File: src/hdl/assert_macros.svh
// Assertion macros used by the top-level RTL file of the integrity and redundancy check.
`ifndef ASSERT_MACROS_SVH
`define ASSERT_MACROS_SVH

// Property that must hold at every clock edge outside reset.
`define AIRC_ASSERT(label, prop, msg) \
  label: assert property (@(posedge clk_i) disable iff (!rst_ni) (prop)) else $error(msg);

// Condition in one cycle implies a condition in the next cycle.
`define AIRC_ASSERT_NEXT(label, pre, post, msg) \
  label: assert property (@(posedge clk_i) disable iff (!rst_ni) (pre) |=> (post)) \
    else $error(msg);

`endif

File: src/hdl/airc_pkg.sv
// Types, codes and constants shared by the integrity and redundancy check modules.
package airc_pkg;

  localparam int unsigned NumLinksDef = 4;

  localparam int unsigned InDataW  = 160;
  localparam int unsigned OutDataW = 8;
  localparam int unsigned TimeW    = 63;

  localparam logic [7:0] SeqLast2 = 8'd254;
  localparam logic [7:0] SeqLast1 = 8'd255;

  typedef enum logic [2:0] {
    ST_ACCEPT = 3'd0,
    ST_INTEG  = 3'd1,
    ST_SKEW   = 3'd2,
    ST_WINDOW = 3'd3,
    ST_LOAD   = 3'd4
  } status_e;

  // Commands from the controller to the datapath.
  typedef struct packed {
    logic clr_step;
    logic take_item;
    logic srch_step;
    logic slot_rd;
    logic capture;
    logic decide;
    logic load_commit;
  } cmd_t;

  // Status from the datapath to the controller.
  typedef struct packed {
    logic clr_done;
    logic span_zero;
    logic hit;
    logic next_span_zero;
    logic div_busy;
    logic out_busy;
  } sts_t;

endpackage

File: src/hdl/airc_ctrl.sv
// Controller state machine that sequences clearing, search, lookup, division and commit.
module airc_ctrl (
  input  logic           clk_i,
  input  logic           rst_ni,
  input  logic           in_valid_i,
  input  logic           in_load_i,
  input  airc_pkg::sts_t sts_i,
  output logic           in_ready_o,
  output airc_pkg::cmd_t cmd_o
);
  import airc_pkg::*;

  typedef enum logic [8:0] {
    S_CLEAR    = 9'b000000001,
    S_IDLE     = 9'b000000010,
    S_SRCH_RD  = 9'b000000100,
    S_SRCH_CMP = 9'b000001000,
    S_SLOT_RD  = 9'b000010000,
    S_CAPT     = 9'b000100000,
    S_DIV      = 9'b001000000,
    S_DECIDE   = 9'b010000000,
    S_LOAD     = 9'b100000000
  } state_e;

  state_e state_q, state_d;

  always_comb begin
    state_d    = state_q;
    cmd_o      = '0;
    in_ready_o = 1'b0;
    case (state_q)
      S_CLEAR: begin
        cmd_o.clr_step = 1'b1;
        if (sts_i.clr_done) state_d = S_IDLE;
      end
      S_IDLE: begin
        in_ready_o = 1'b1;
        if (in_valid_i) begin
          cmd_o.take_item = 1'b1;
          state_d = in_load_i ? S_LOAD : S_SRCH_RD;
        end
      end
      S_SRCH_RD: begin
        state_d = sts_i.span_zero ? S_SLOT_RD : S_SRCH_CMP;
      end
      S_SRCH_CMP: begin
        if (sts_i.hit) begin
          state_d = S_SLOT_RD;
        end else begin
          cmd_o.srch_step = 1'b1;
          state_d = sts_i.next_span_zero ? S_SLOT_RD : S_SRCH_RD;
        end
      end
      S_SLOT_RD: begin
        cmd_o.slot_rd = 1'b1;
        state_d = S_CAPT;
      end
      S_CAPT: begin
        cmd_o.capture = 1'b1;
        state_d = S_DIV;
      end
      S_DIV: begin
        if (!sts_i.div_busy) state_d = S_DECIDE;
      end
      S_DECIDE: begin
        if (!sts_i.out_busy) begin
          cmd_o.decide = 1'b1;
          state_d = S_IDLE;
        end
      end
      S_LOAD: begin
        if (!sts_i.out_busy) begin
          cmd_o.load_commit = 1'b1;
          state_d = S_IDLE;
        end
      end
      default: begin
        state_d = S_IDLE;
      end
    endcase
  end

  always_ff @(posedge clk_i or negedge rst_ni) begin
    if (!rst_ni) begin
      state_q <= S_CLEAR;
    end else begin
      state_q <= state_d;
    end
  end

endmodule

File: config.mk
export PLATFORM = sky130hd
export DESIGN_NAME = airc_ctrl
export DESIGN_NICKNAME = d
export VERILOG_FILES = /design/src/hdl/assert_macros.svh /design/src/hdl/airc_pkg.sv /design/src/hdl/airc_ctrl.sv
export SDC_FILE = /design/constraint.sdc
export NUM_CORES = 1
export LEC_CHECK = 0
export BUFFER_PORTS_ARGS = -buffer_cell sky130_fd_sc_hd__buf_2
export CAP_MARGIN = 20
export CORE_MARGIN = 4
export CORE_UTILIZATION = 47
export DETAILED_ROUTE_END_ITERATION = 10
export PLACE_DENSITY_LB_ADDON = 0.05
export SYNTH_ARGS = -nofsm -noshare
export SYNTH_HDL_FRONTEND = slang
export SYNTH_SLANG_ARGS = --single-unit
File: constraint.sdc
create_clock -name clk_i -period 2.8 [get_ports clk_i]
set_clock_uncertainty 0.1 [all_clocks]
set_input_delay 0.14 -clock clk_i [delete_from_list [all_inputs] [get_ports clk_i]]
set_output_delay 0.14 -clock clk_i [all_outputs]
set_load 0.01 [all_outputs]
==> results.json, run 1 <==
{
  "irDropWorstVdd_mv": 0.581,
  "main_synth_ff_type": "dfrtp_1",
  "final_hold_violations": 0,
  "largest_reg_flops": 9,
  "groute.layer.met1.usage_pct": 21.5,
  "fmaxAchievable_mhz": 415,
  "htree_num_levels": 1,
  "grt_pass1_vias": 545,
  "syn_nets": 81,
  "final_util_pct": 66.5,
  "layout-drive-gt1-share_pct": 28.0,
  "power_density_nw_per_um2": 883,
  "ys_top_cells_by_count": "8 x dfrtp_1, 6 x nor2b_1, 5 x inv_1, 5 x nor2_1",
  "reg.largest.list": "state_q x9",
  "dieWidth_microns": 44.6,
  "path_max_fanout": 8,
  "drt-initial-drc-count": 14,
  "design.portCount": 18,
  "endpoint_kind": "output port",
  "area_share_of_xor_xnor_cells_in_the_synthesized_design_pct": 1.39,
  "cp_cell_sequence": "nor2_1, or4b_4, or4_1, nor3_1, buf_2",
  "ff2ff_setup_slack_ps": 710,
  "holdCritPathClass": "primary input to flip-flop",
  "fp.dieArea_sq_um": 1990,
  "post_synth_mux_area_share_pct": 1.59,
  "root_buffer": "clkbuf_4",
  "synth_cell_types": 31,
  "grt_antenna_before_repair": 0,
  "synth_top_cell_by_area": "dfrtp_1",
  "synth_largest_type_area_fraction_pct": 31.7,
  "combinational_family_with_the_most_area_after_synthesis": "simple AND/OR/NAND/NOR gates",
  "average_size_of_a_mapped_cell_sq_um": 8.88,
  "route.antenna.remaining_nets": 0,
  "grt.busiest_layer": "met2",
  "core_rows": 12,
  "hpwlAfterDp_microns": 1020,
  "layout-area-overhead-vs-synth_pct": 25.0,
  "wl_per_cell_microns": 12.9,
  "total_power_mw": 0.696,
  "grt_start_max_net_pins": 11,
  "clk_pin_slew_worst_paths_ps": 70,
  "grt_setup_unrepaired": "false",
  "gr_ovfl_total": 0,
  "drt-pass1-iter-count": 4,
  "max_flop_register": "state_q",
  "run_status": "complete, no violations",
  "first_pass_grt_wire_length_microns": 2290,
  "drc": 0,
  "gr-usage-all-layers_pct": 15.9,
  "place.port_buffers": 17,
  "cts_max_path_buffers": 2,
  "cp_data_required_time_ps": 2560,
  "core_area_sq_um": 1190,
  "syn-instance-count": 71,
  "timing.final.crit_share_pct": 86.0,
  "synth_fa_ha_area_share_pct": 0,
  "routed_wl_microns": 1380,
  "crit_type": "flip-flop to output port",
  "fin_tns_setup_ps": 0,
  "avgViaCountPerCell": 5.83,
  "synth-compound-area-share_pct": 14.1,
  "worstMarginPinSlew_ps": 448,
  "start_util_pct": 53.2,
  "worst_path_max_delay_cell": "or4b_4",
  "asyncSetResetFlopFracSynth_pct": 100,
  "maxCapViolCount": 0,
  "min_period_ps": 2410,
  "p_leak_nw": 0.380,
  "yosys.area_share.simple_pct": 42.3,
  "clock_tree_from_tritoncts": "done",
  "grtUsageMet3_pct": 2.44,
  "timing.critical_path.max_delay_family": "simple AND/OR/NAND/NOR gates",
  "grt_use_met2_pct": 23.8,
  "synth-edff-count": 0,
  "postCtsSetupRepairBufs": 0,
  "die_height_microns": 44.6,
  "crit_arrival_ps": 2170,
  "cts_num_sinks": 9,
  "max_slew_margin_pct": 69.9,
  "post_cts_resize_count": 0,
  "insertion_delay_ps": 270,
  "vias": 624,
  "yosys.cell_count.top_type": "dfrtp_1",
  "timing.critical_path.slowest_cell_delay_ps": 530,
  "report.final.slew_viol_count": 0,
  "timing.final.setup_violations": 0,
  "synth-seq-area-share_pct": 35.9,
  "synth.area.top_cells": "dfrtp_1 32%, nor2b_1 6.0%, dfstp_2 4.2%, nor4_1 4.0%, nor4b_4 3.8%",
  "netlist_area_sq_um": 631,
  "cts-buffers-inserted": 3,
  "worstSetupStartpointType": "flip-flop",
  "ys_ff_latch": 9,
  "synth_warnings": 0,
  "gpl.final_weighted_congestion": 0.765,
  "path_buf_inv": 1,
  "num-nets-final": 104,
  "n_antenna_cell": 0
}
-- through the flow --
step | std cells | worst slack, ps | hold WS, ps | instance area, sq um
global placement | 99 | 712 | -94.8 | 722
finish | 107 | 392 | 12.5 | 788
detailed placement | 99 | 693 | -89.9 | 722
CTS | 107 | 389 | 15.8 | 788
floorplan | 71 | 727 | -256 | 631
global route | 107 | 285 | 67.6 | 788
-- worst paths after layout --
| check | start | end | cells past startpoint |
|---|---|---|---|
| min in group asynchronous | rst_ni | state_q[2] | 2 |
| max in group asynchronous | rst_ni | state_q[0] | 2 |
| worst min-delay path | in_load_i | state_q[8] | 3 |
| worst min register to register | state_q[3] | state_q[3] | 1 |
| worst max register to register | state_q[1] | state_q[8] | 5 |
| worst max-delay path | state_q[2] | cmd_o[0] | 5 |
-- metal layers --
metal | up-vias | wire length (microns)
met3 | 5 | 100
li1 | 304 | -
met4 | 0 | 29
met2 | 27 | 605
met5 | - | 0
met1 | 288 | 644
-- final cells by class --
cell class                      instances  area (sq um)
Sequential cell                         9           226
Tap cell                               14          17.5
Inverter                                5          18.8
Multi-Input combinational cell         54           374
Timing Repair Buffer                   21           125
Clock buffer                            4          26.3
Fill cell                             101           398
-- timing repair --
action,4_1_cts,5_1_grt
endpoints found under the setup margin,0,0
endpoints found under the hold margin,12,0
hold buffers,4,0
-- power by group --
group          leakage (nW)  total [mW]  switching, mW  internal [mW]
clock                0.0150       0.105         0.0504         0.0551
combinational         0.247       0.373          0.182          0.191
sequential            0.118       0.218         0.0568          0.161
-- cells by family after synthesis --
kind of cell           count (synthesis)
multiplexers                           1
AO/OA/AOI/OAI                         14
flip-flops                             9
buffers and inverters                  8
XOR/XNOR                               1
AND/OR/NAND/NOR                       38
-- layout by cell type (no fill, tap or decap), types with 3 or more instances in the layout --
cell type / synthesis / routed
nand2_1: 4 / 4
nor3_1: 3 / 3
a21oi_1: 4 / 4
buf_2: 0 / 17
nor4_1: 4 / 4
inv_1: 5 / 5
o21ai_0: 3 / 3
nor2_1: 5 / 5
dfrtp_1: 8 / 8
dlygate4sd3_1: 0 / 4
clkbuf_4: 0 / 3
nor2b_1: 6 / 6
-- tightest hold or removal path, delay by kind of cell --
| kind | cells | cell delay, ps |
|---|---|---|
| mux | 1 | 50 |
| buf+inv | 1 | 100 |
| simple gates | 1 | 50 |
Note: power is estimated with default switching activity, not from simulation.
==> run 2: changes to the inputs <==
PLACE_DENSITY = 0.81   (was unset)
PLACE_DENSITY_LB_ADDON = unset   (was 0.05)
==> results.json, run 2 (synthesis results as in run 1) <==
{
  "run_status": "complete, no violations",
  "timing.final.crit_share_pct": 84.7,
  "irDropWorstVdd_mv": 0.448,
  "sink_of_the_worst_hold_path": "state_q[8]",
  "grt_pass1_vias": 524,
  "cts-buffers-inserted": 3,
  "grt_start_max_net_pins": 11,
  "layout-area-overhead-vs-synth_pct": 25.0,
  "dpl_cell_area_sq_um": 722,
  "drc": 0,
  "drt-initial-drc-count": 2,
  "p_leak_nw": 0.380,
  "crit_arrival_ps": 2130,
  "worstMarginPinSlew_ps": 424,
  "reg.largest.list": "state_q x9",
  "design.portCount": 18,
  "hpwlAfterDp_microns": 1030,
  "largest_reg_flops": 9,
  "final_cell_mix": "17 x buf_2, 8 x dfrtp_1, 6 x nor2b_1",
  "htree_num_levels": 1,
  "n_antenna_cell": 0,
  "clock_tree_from_tritoncts": "done",
  "cp_data_required_time_ps": 2560,
  "start_util_pct": 53.2,
  "worst_r2r_path_depth": 5,
  "clk_pin_slew_worst_paths_ps": 60,
  "gr-usage-all-layers_pct": 15.0,
  "ff2ff_setup_slack_ps": 730,
  "fmaxAchievable_mhz": 422,
  "grt_antenna_before_repair": 0,
  "crit_type": "flip-flop to output port",
  "routed_wl_microns": 1360,
  "endpoint_kind": "output port",
  "insertion_delay_ps": 250,
  "first_pass_grt_wire_length_microns": 2280,
  "fin_tns_setup_ps": 0,
  "gpl.final_weighted_congestion": 0.781,
  "hold_slack_ps": 40.9,
  "worstSetupStartpointType": "flip-flop",
  "core_rows": 12,
  "route.antenna.remaining_nets": 0,
  "die_height_microns": 44.6,
  "fp.dieArea_sq_um": 1990,
  "fillers": 108,
  "crit-reg2reg-launch": "state_q[1]",
  "place.detailed.instances": 99,
  "core_area_sq_um": 1190,
  "layout-drive-gt1-share_pct": 28.0,
  "wl_per_cell_microns": 12.7,
  "r2r_end": "state_q[2]",
  "grt_setup_unrepaired": "false",
  "dieWidth_microns": 44.6,
  "layoutNonFillerInstCount": 107,
  "timing.final.setup_violations": 0,
  "min_delay_path_depth": 3,
  "power_density_nw_per_um2": 875,
  "place.port_buffers": 17,
  "avgViaCountPerCell": 5.54,
  "min_period_ps": 2370,
  "cts_num_sinks": 9,
  "maxCapViolCount": 0,
  "max_flop_register": "state_q",
  "cts_max_path_buffers": 2,
  "report.final.slew_viol_count": 0,
  "holdCritPathClass": "primary input to flip-flop",
  "vias": 593,
  "gr_ovfl_total": 0,
  "final_hold_violations": 0,
  "path_max_fanout": 8,
  "fin_area_sq_um": 788,
  "mostFrequentLayoutCell": "buf_2",
  "max_slew_margin_pct": 71.5,
  "root_buffer": "clkbuf_4",
  "drt-pass1-iter-count": 4,
  "hold_path_startpoint": "in_load_i",
  "num-nets-final": 104
}
[run 2: cell counts in the layout (fill, tap and decap cells not counted)]
No cell type changed its count.
[run 2: repair_timing]
action | 4_1_cts | 5_1_grt
gates resized for setup | 0 | 0
hold buffers | 4 | 0
setup buffers | 0 | 0
hold endpoints to repair | 12 | 0
[run 2: power breakdown]
part           switching (mW)  leakage [nW]  internal (mW)
logic                   0.181         0.247          0.191
registers              0.0594         0.118          0.161
clock network          0.0427        0.0150         0.0548
[run 2: critical path: stages, from the launching register on]
cell and delay, ps:
dfrtp_1 460, nor2_1 150, or4b_4 520, or4_1 450
nor3_1 140, buf_2 150
[run 2: layer usage]
| metal | GRT usage, % | up-vias | wire (microns) |
|---|---|---|---|
| met4 | 5.42 | 0 | 0 |
| met5 | 0 | - | 0 |
| met1 | 19.9 | 277 | 613 |
| li1 | - | 304 | - |
| met3 | 2.44 | 0 | 68 |
| met2 | 24.4 | 12 | 673 |
[run 2: worst max path at each step]
stage | start | to | slack [ps]
5_1_grt | state_q[2] | cmd_o[0] | 310
2_1_floorplan | state_q[2] | cmd_o[0] | 730
6_report | state_q[2] | cmd_o[0] | 430
3_3_place_gp | state_q[2] | cmd_o[0] | 720
4_1_cts | state_q[2] | cmd_o[0] | 420
3_5_place_dp | state_q[2] | cmd_o[0] | 710
[run 2: final cells by class]
| type | instances | area [sq um] | share of cell area, % |
|---|---|---|---|
| inverters | 5 | 18.8 | 2.38 |
| well taps | 14 | 17.5 | 2.22 |
| clock buffers | 4 | 26.3 | 3.33 |
| multi-input cells | 54 | 374 | 47.5 |
| repair buffers | 21 | 125 | 15.9 |
| flip-flops and latches | 9 | 226 | 28.7 |
[run 2: per-stage QoR]
stage	utilization (%)	setup WS [ps]	power (mW)
2_1_floorplan	-	727	0.506
4_1_cts	66.5	424	0.696
5_1_grt	66.5	311	0.742
3_5_place_dp	60.9	708	0.588
3_3_place_gp	60.9	716	0.581
6_report	66.5	429	0.690
==> run 3: changes to the inputs <==
ABC_AREA = 1   (was unset)
CORE_UTILIZATION = 45   (was 47)
clock period = 2.18 ns   (was 2.8 ns; I/O delays follow)
==> results.json, run 3 <==
{
  "core_area_sq_um": 1350,
  "max_slew_margin_pct": 79.7,
  "ys_top_cells_by_count": "15 x inv_1, 14 x nand2_1, 12 x nor2_1",
  "synth_cell_types": 23,
  "max_flop_register": "state_q",
  "cts-buffers-inserted": 3,
  "layout-area-overhead-vs-synth_pct": 23.9,
  "min_period_ps": 1590,
  "gr_ovfl_total": 0,
  "route.antenna.remaining_nets": 0,
  "num-nets-final": 125,
  "wl_per_cell_microns": 10.5,
  "cts_num_sinks": 9,
  "layout-drive-gt1-share_pct": 39.5,
  "worst_r2r_path_depth": 8,
  "clk_pin_slew_worst_paths_ps": 60,
  "maxCapViolCount": 0,
  "crit_path_end": "cmd_o[5]",
  "worst_path_max_delay_cell": "dfrtp_1",
  "root_buffer": "clkbuf_4",
  "timing.final.setup_violations": 0,
  "timing.final.crit_share_pct": 73.0,
  "timing.critical_path.slowest_cell_delay_ps": 400,
  "synth-seq-area-share_pct": 33.8,
  "drt-initial-drc-count": 4,
  "drc": 0,
  "routed_wl_microns": 1360,
  "synth_warnings": 0,
  "average_size_of_a_mapped_cell_sq_um": 7.44,
  "endpoint_kind": "output port",
  "dpl_cell_area_sq_um": 773,
  "synth.area.top_cells": "dfrtp_1 30%, inv_1 8.4%, nand2_1 7.9%, nor2_1 6.7%, nand2_2 6.5%",
  "gpl.final_weighted_congestion": 0.842,
  "main_synth_ff_type": "dfrtp_1",
  "worstMarginPinSlew_ps": 301,
  "post_cts_hold_buffer_count": 3,
  "crit-reg2reg-launch": "state_q[1]",
  "grt_pass1_vias": 618,
  "vias": 610,
  "crit_start": "state_q[2]",
  "hpwlAfterDp_microns": 1160,
  "design.portCount": 18,
  "fin_area_sq_um": 830,
  "grt_antenna_before_repair": 0,
  "gr-usage-all-layers_pct": 16.0,
  "cts_max_path_buffers": 2,
  "reg.largest.list": "state_q x9",
  "asyncSetResetFlopFracSynth_pct": 100,
  "run_status": "complete, no violations",
  "first_pass_grt_wire_length_microns": 2460,
  "crit_type": "flip-flop to output port",
  "avgViaCountPerCell": 4.73,
  "report.final.slew_viol_count": 0,
  "n_antenna_cell": 0,
  "final_hold_violations": 0,
  "synth_top_cell_by_area": "dfrtp_1",
  "syn-instance-count": 90,
  "mostFrequentLayoutCell": "buf_2",
  "postCtsSetupRepairBufs": 0,
  "drt-pass1-iter-count": 4,
  "ys_ff_latch": 9,
  "start_util_pct": 49.6,
  "crit_arrival_ps": 1380,
  "power_density_nw_per_um2": 1030,
  "grt_start_max_net_pins": 10,
  "fmaxAchievable_mhz": 629,
  "holdCritPathClass": "primary input to flip-flop",
  "synth-edff-count": 0,
  "htree_num_levels": 1,
  "post_cts_resize_count": 0,
  "clock_tree_from_tritoncts": "done",
  "fin_tns_setup_ps": 0,
  "place.port_buffers": 17,
  "cp_cell_sequence": "nor2_2, inv_1, nor2_2, nand2_2, nor2_1, buf_2",
  "core_rows": 13,
  "dieWidth_microns": 46.6,
  "irDropWorstVdd_mv": 0.679,
  "largest_reg_flops": 9,
  "grt_setup_unrepaired": "false",
  "critical_path.most_common_cell": "nor2_2",
  "ff2ff_setup_slack_ps": 700,
  "insertion_delay_ps": 250,
  "die_height_microns": 46.6,
  "fp.dieArea_sq_um": 2170,
  "yosys.cell_count.top_type": "inv_1",
  "synth_largest_type_area_fraction_pct": 29.9,
  "path_max_fanout": 3,
  "netlist_area_sq_um": 669,
  "r2r_end": "state_q[7]",
  "cp_data_required_time_ps": 1970,
  "worstSetupStartpointType": "flip-flop",
  "p_leak_nw": 0.451,
  "syn_nets": 100,
  "final_cell_mix": "17 x buf_2, 15 x inv_1, 14 x nand2_1"
}
-- run 3: cells by family after synthesis --
kind of cell           Yosys count  synth area share [%]
AO/OA/AOI/OAI                    6                  5.61
AND/OR/NAND/NOR                 57                  50.5
flip-flops                       9                  33.8
buffers and inverters           18                  10.1
-- run 3: final cells by class --
class                           instances  area, sq um
Clock buffer                            4         26.3
Multi-Input combinational cell         63          375
Tap cell                               15         18.8
Sequential cell                         9          226
Inverter                               18         67.6
Timing Repair Buffer                   20          115
Fill cell                             139          520
-- run 3: worst min-delay path by stage --
stage / start / endpoint / slack (ps) / depth (start not counted)
finish: in_load_i / state_q[8] / 20 / 3
global route: in_load_i / state_q[8] / 20 / 3
CTS: in_load_i / state_q[8] / 20 / 3
detailed placement: rst_ni / state_q[3] / -130 / 1
global placement: rst_ni / state_q[3] / -130 / 1
floorplan: rst_ni / state_q[1] / -290 / 0
-- run 3: per-layer routing --
layer | up-vias | GRT usage, % | routed length [microns]
met2 | 17 | 25.5 | 618
li1 | 325 | - | -
met1 | 266 | 21.2 | 640
met5 | - | 0 | 0
met4 | 0 | 5.11 | 12
met3 | 2 | 3.52 | 86
-- run 3: stage by stage --
| step | util [%] | setup slack [ps] | cells | power [mW] | hold slack, ps |
|---|---|---|---|---|---|
| after floorplan | - | 763 | 90 | 0.620 | -287 |
| after global placement | 57.3 | 727 | 122 | 0.716 | -132 |
| after detailed placement | 57.3 | 712 | 122 | 0.724 | -132 |
| after CTS | 61.4 | 586 | 129 | 0.859 | 17.6 |
| after global routing | 61.4 | 462 | 129 | 0.934 | 21.6 |
| final | 61.4 | 590 | 129 | 0.853 | 17.8 |
-- run 3: critical path, delay by kind of cell (launching register included) --
kind | cells | cell delay (ps)
flip-flops | 1 | 400
buffers and inverters | 2 | 220
AND/OR/NAND/NOR | 4 | 510
-- run 3: where the power goes --
| part | internal, mW | switching (mW) | total (mW) | leakage [nW] |
|---|---|---|---|---|
| clock network | 0.0703 | 0.0549 | 0.125 | 0.0150 |
| logic | 0.178 | 0.312 | 0.490 | 0.319 |
| registers | 0.203 | 0.0351 | 0.238 | 0.117 |
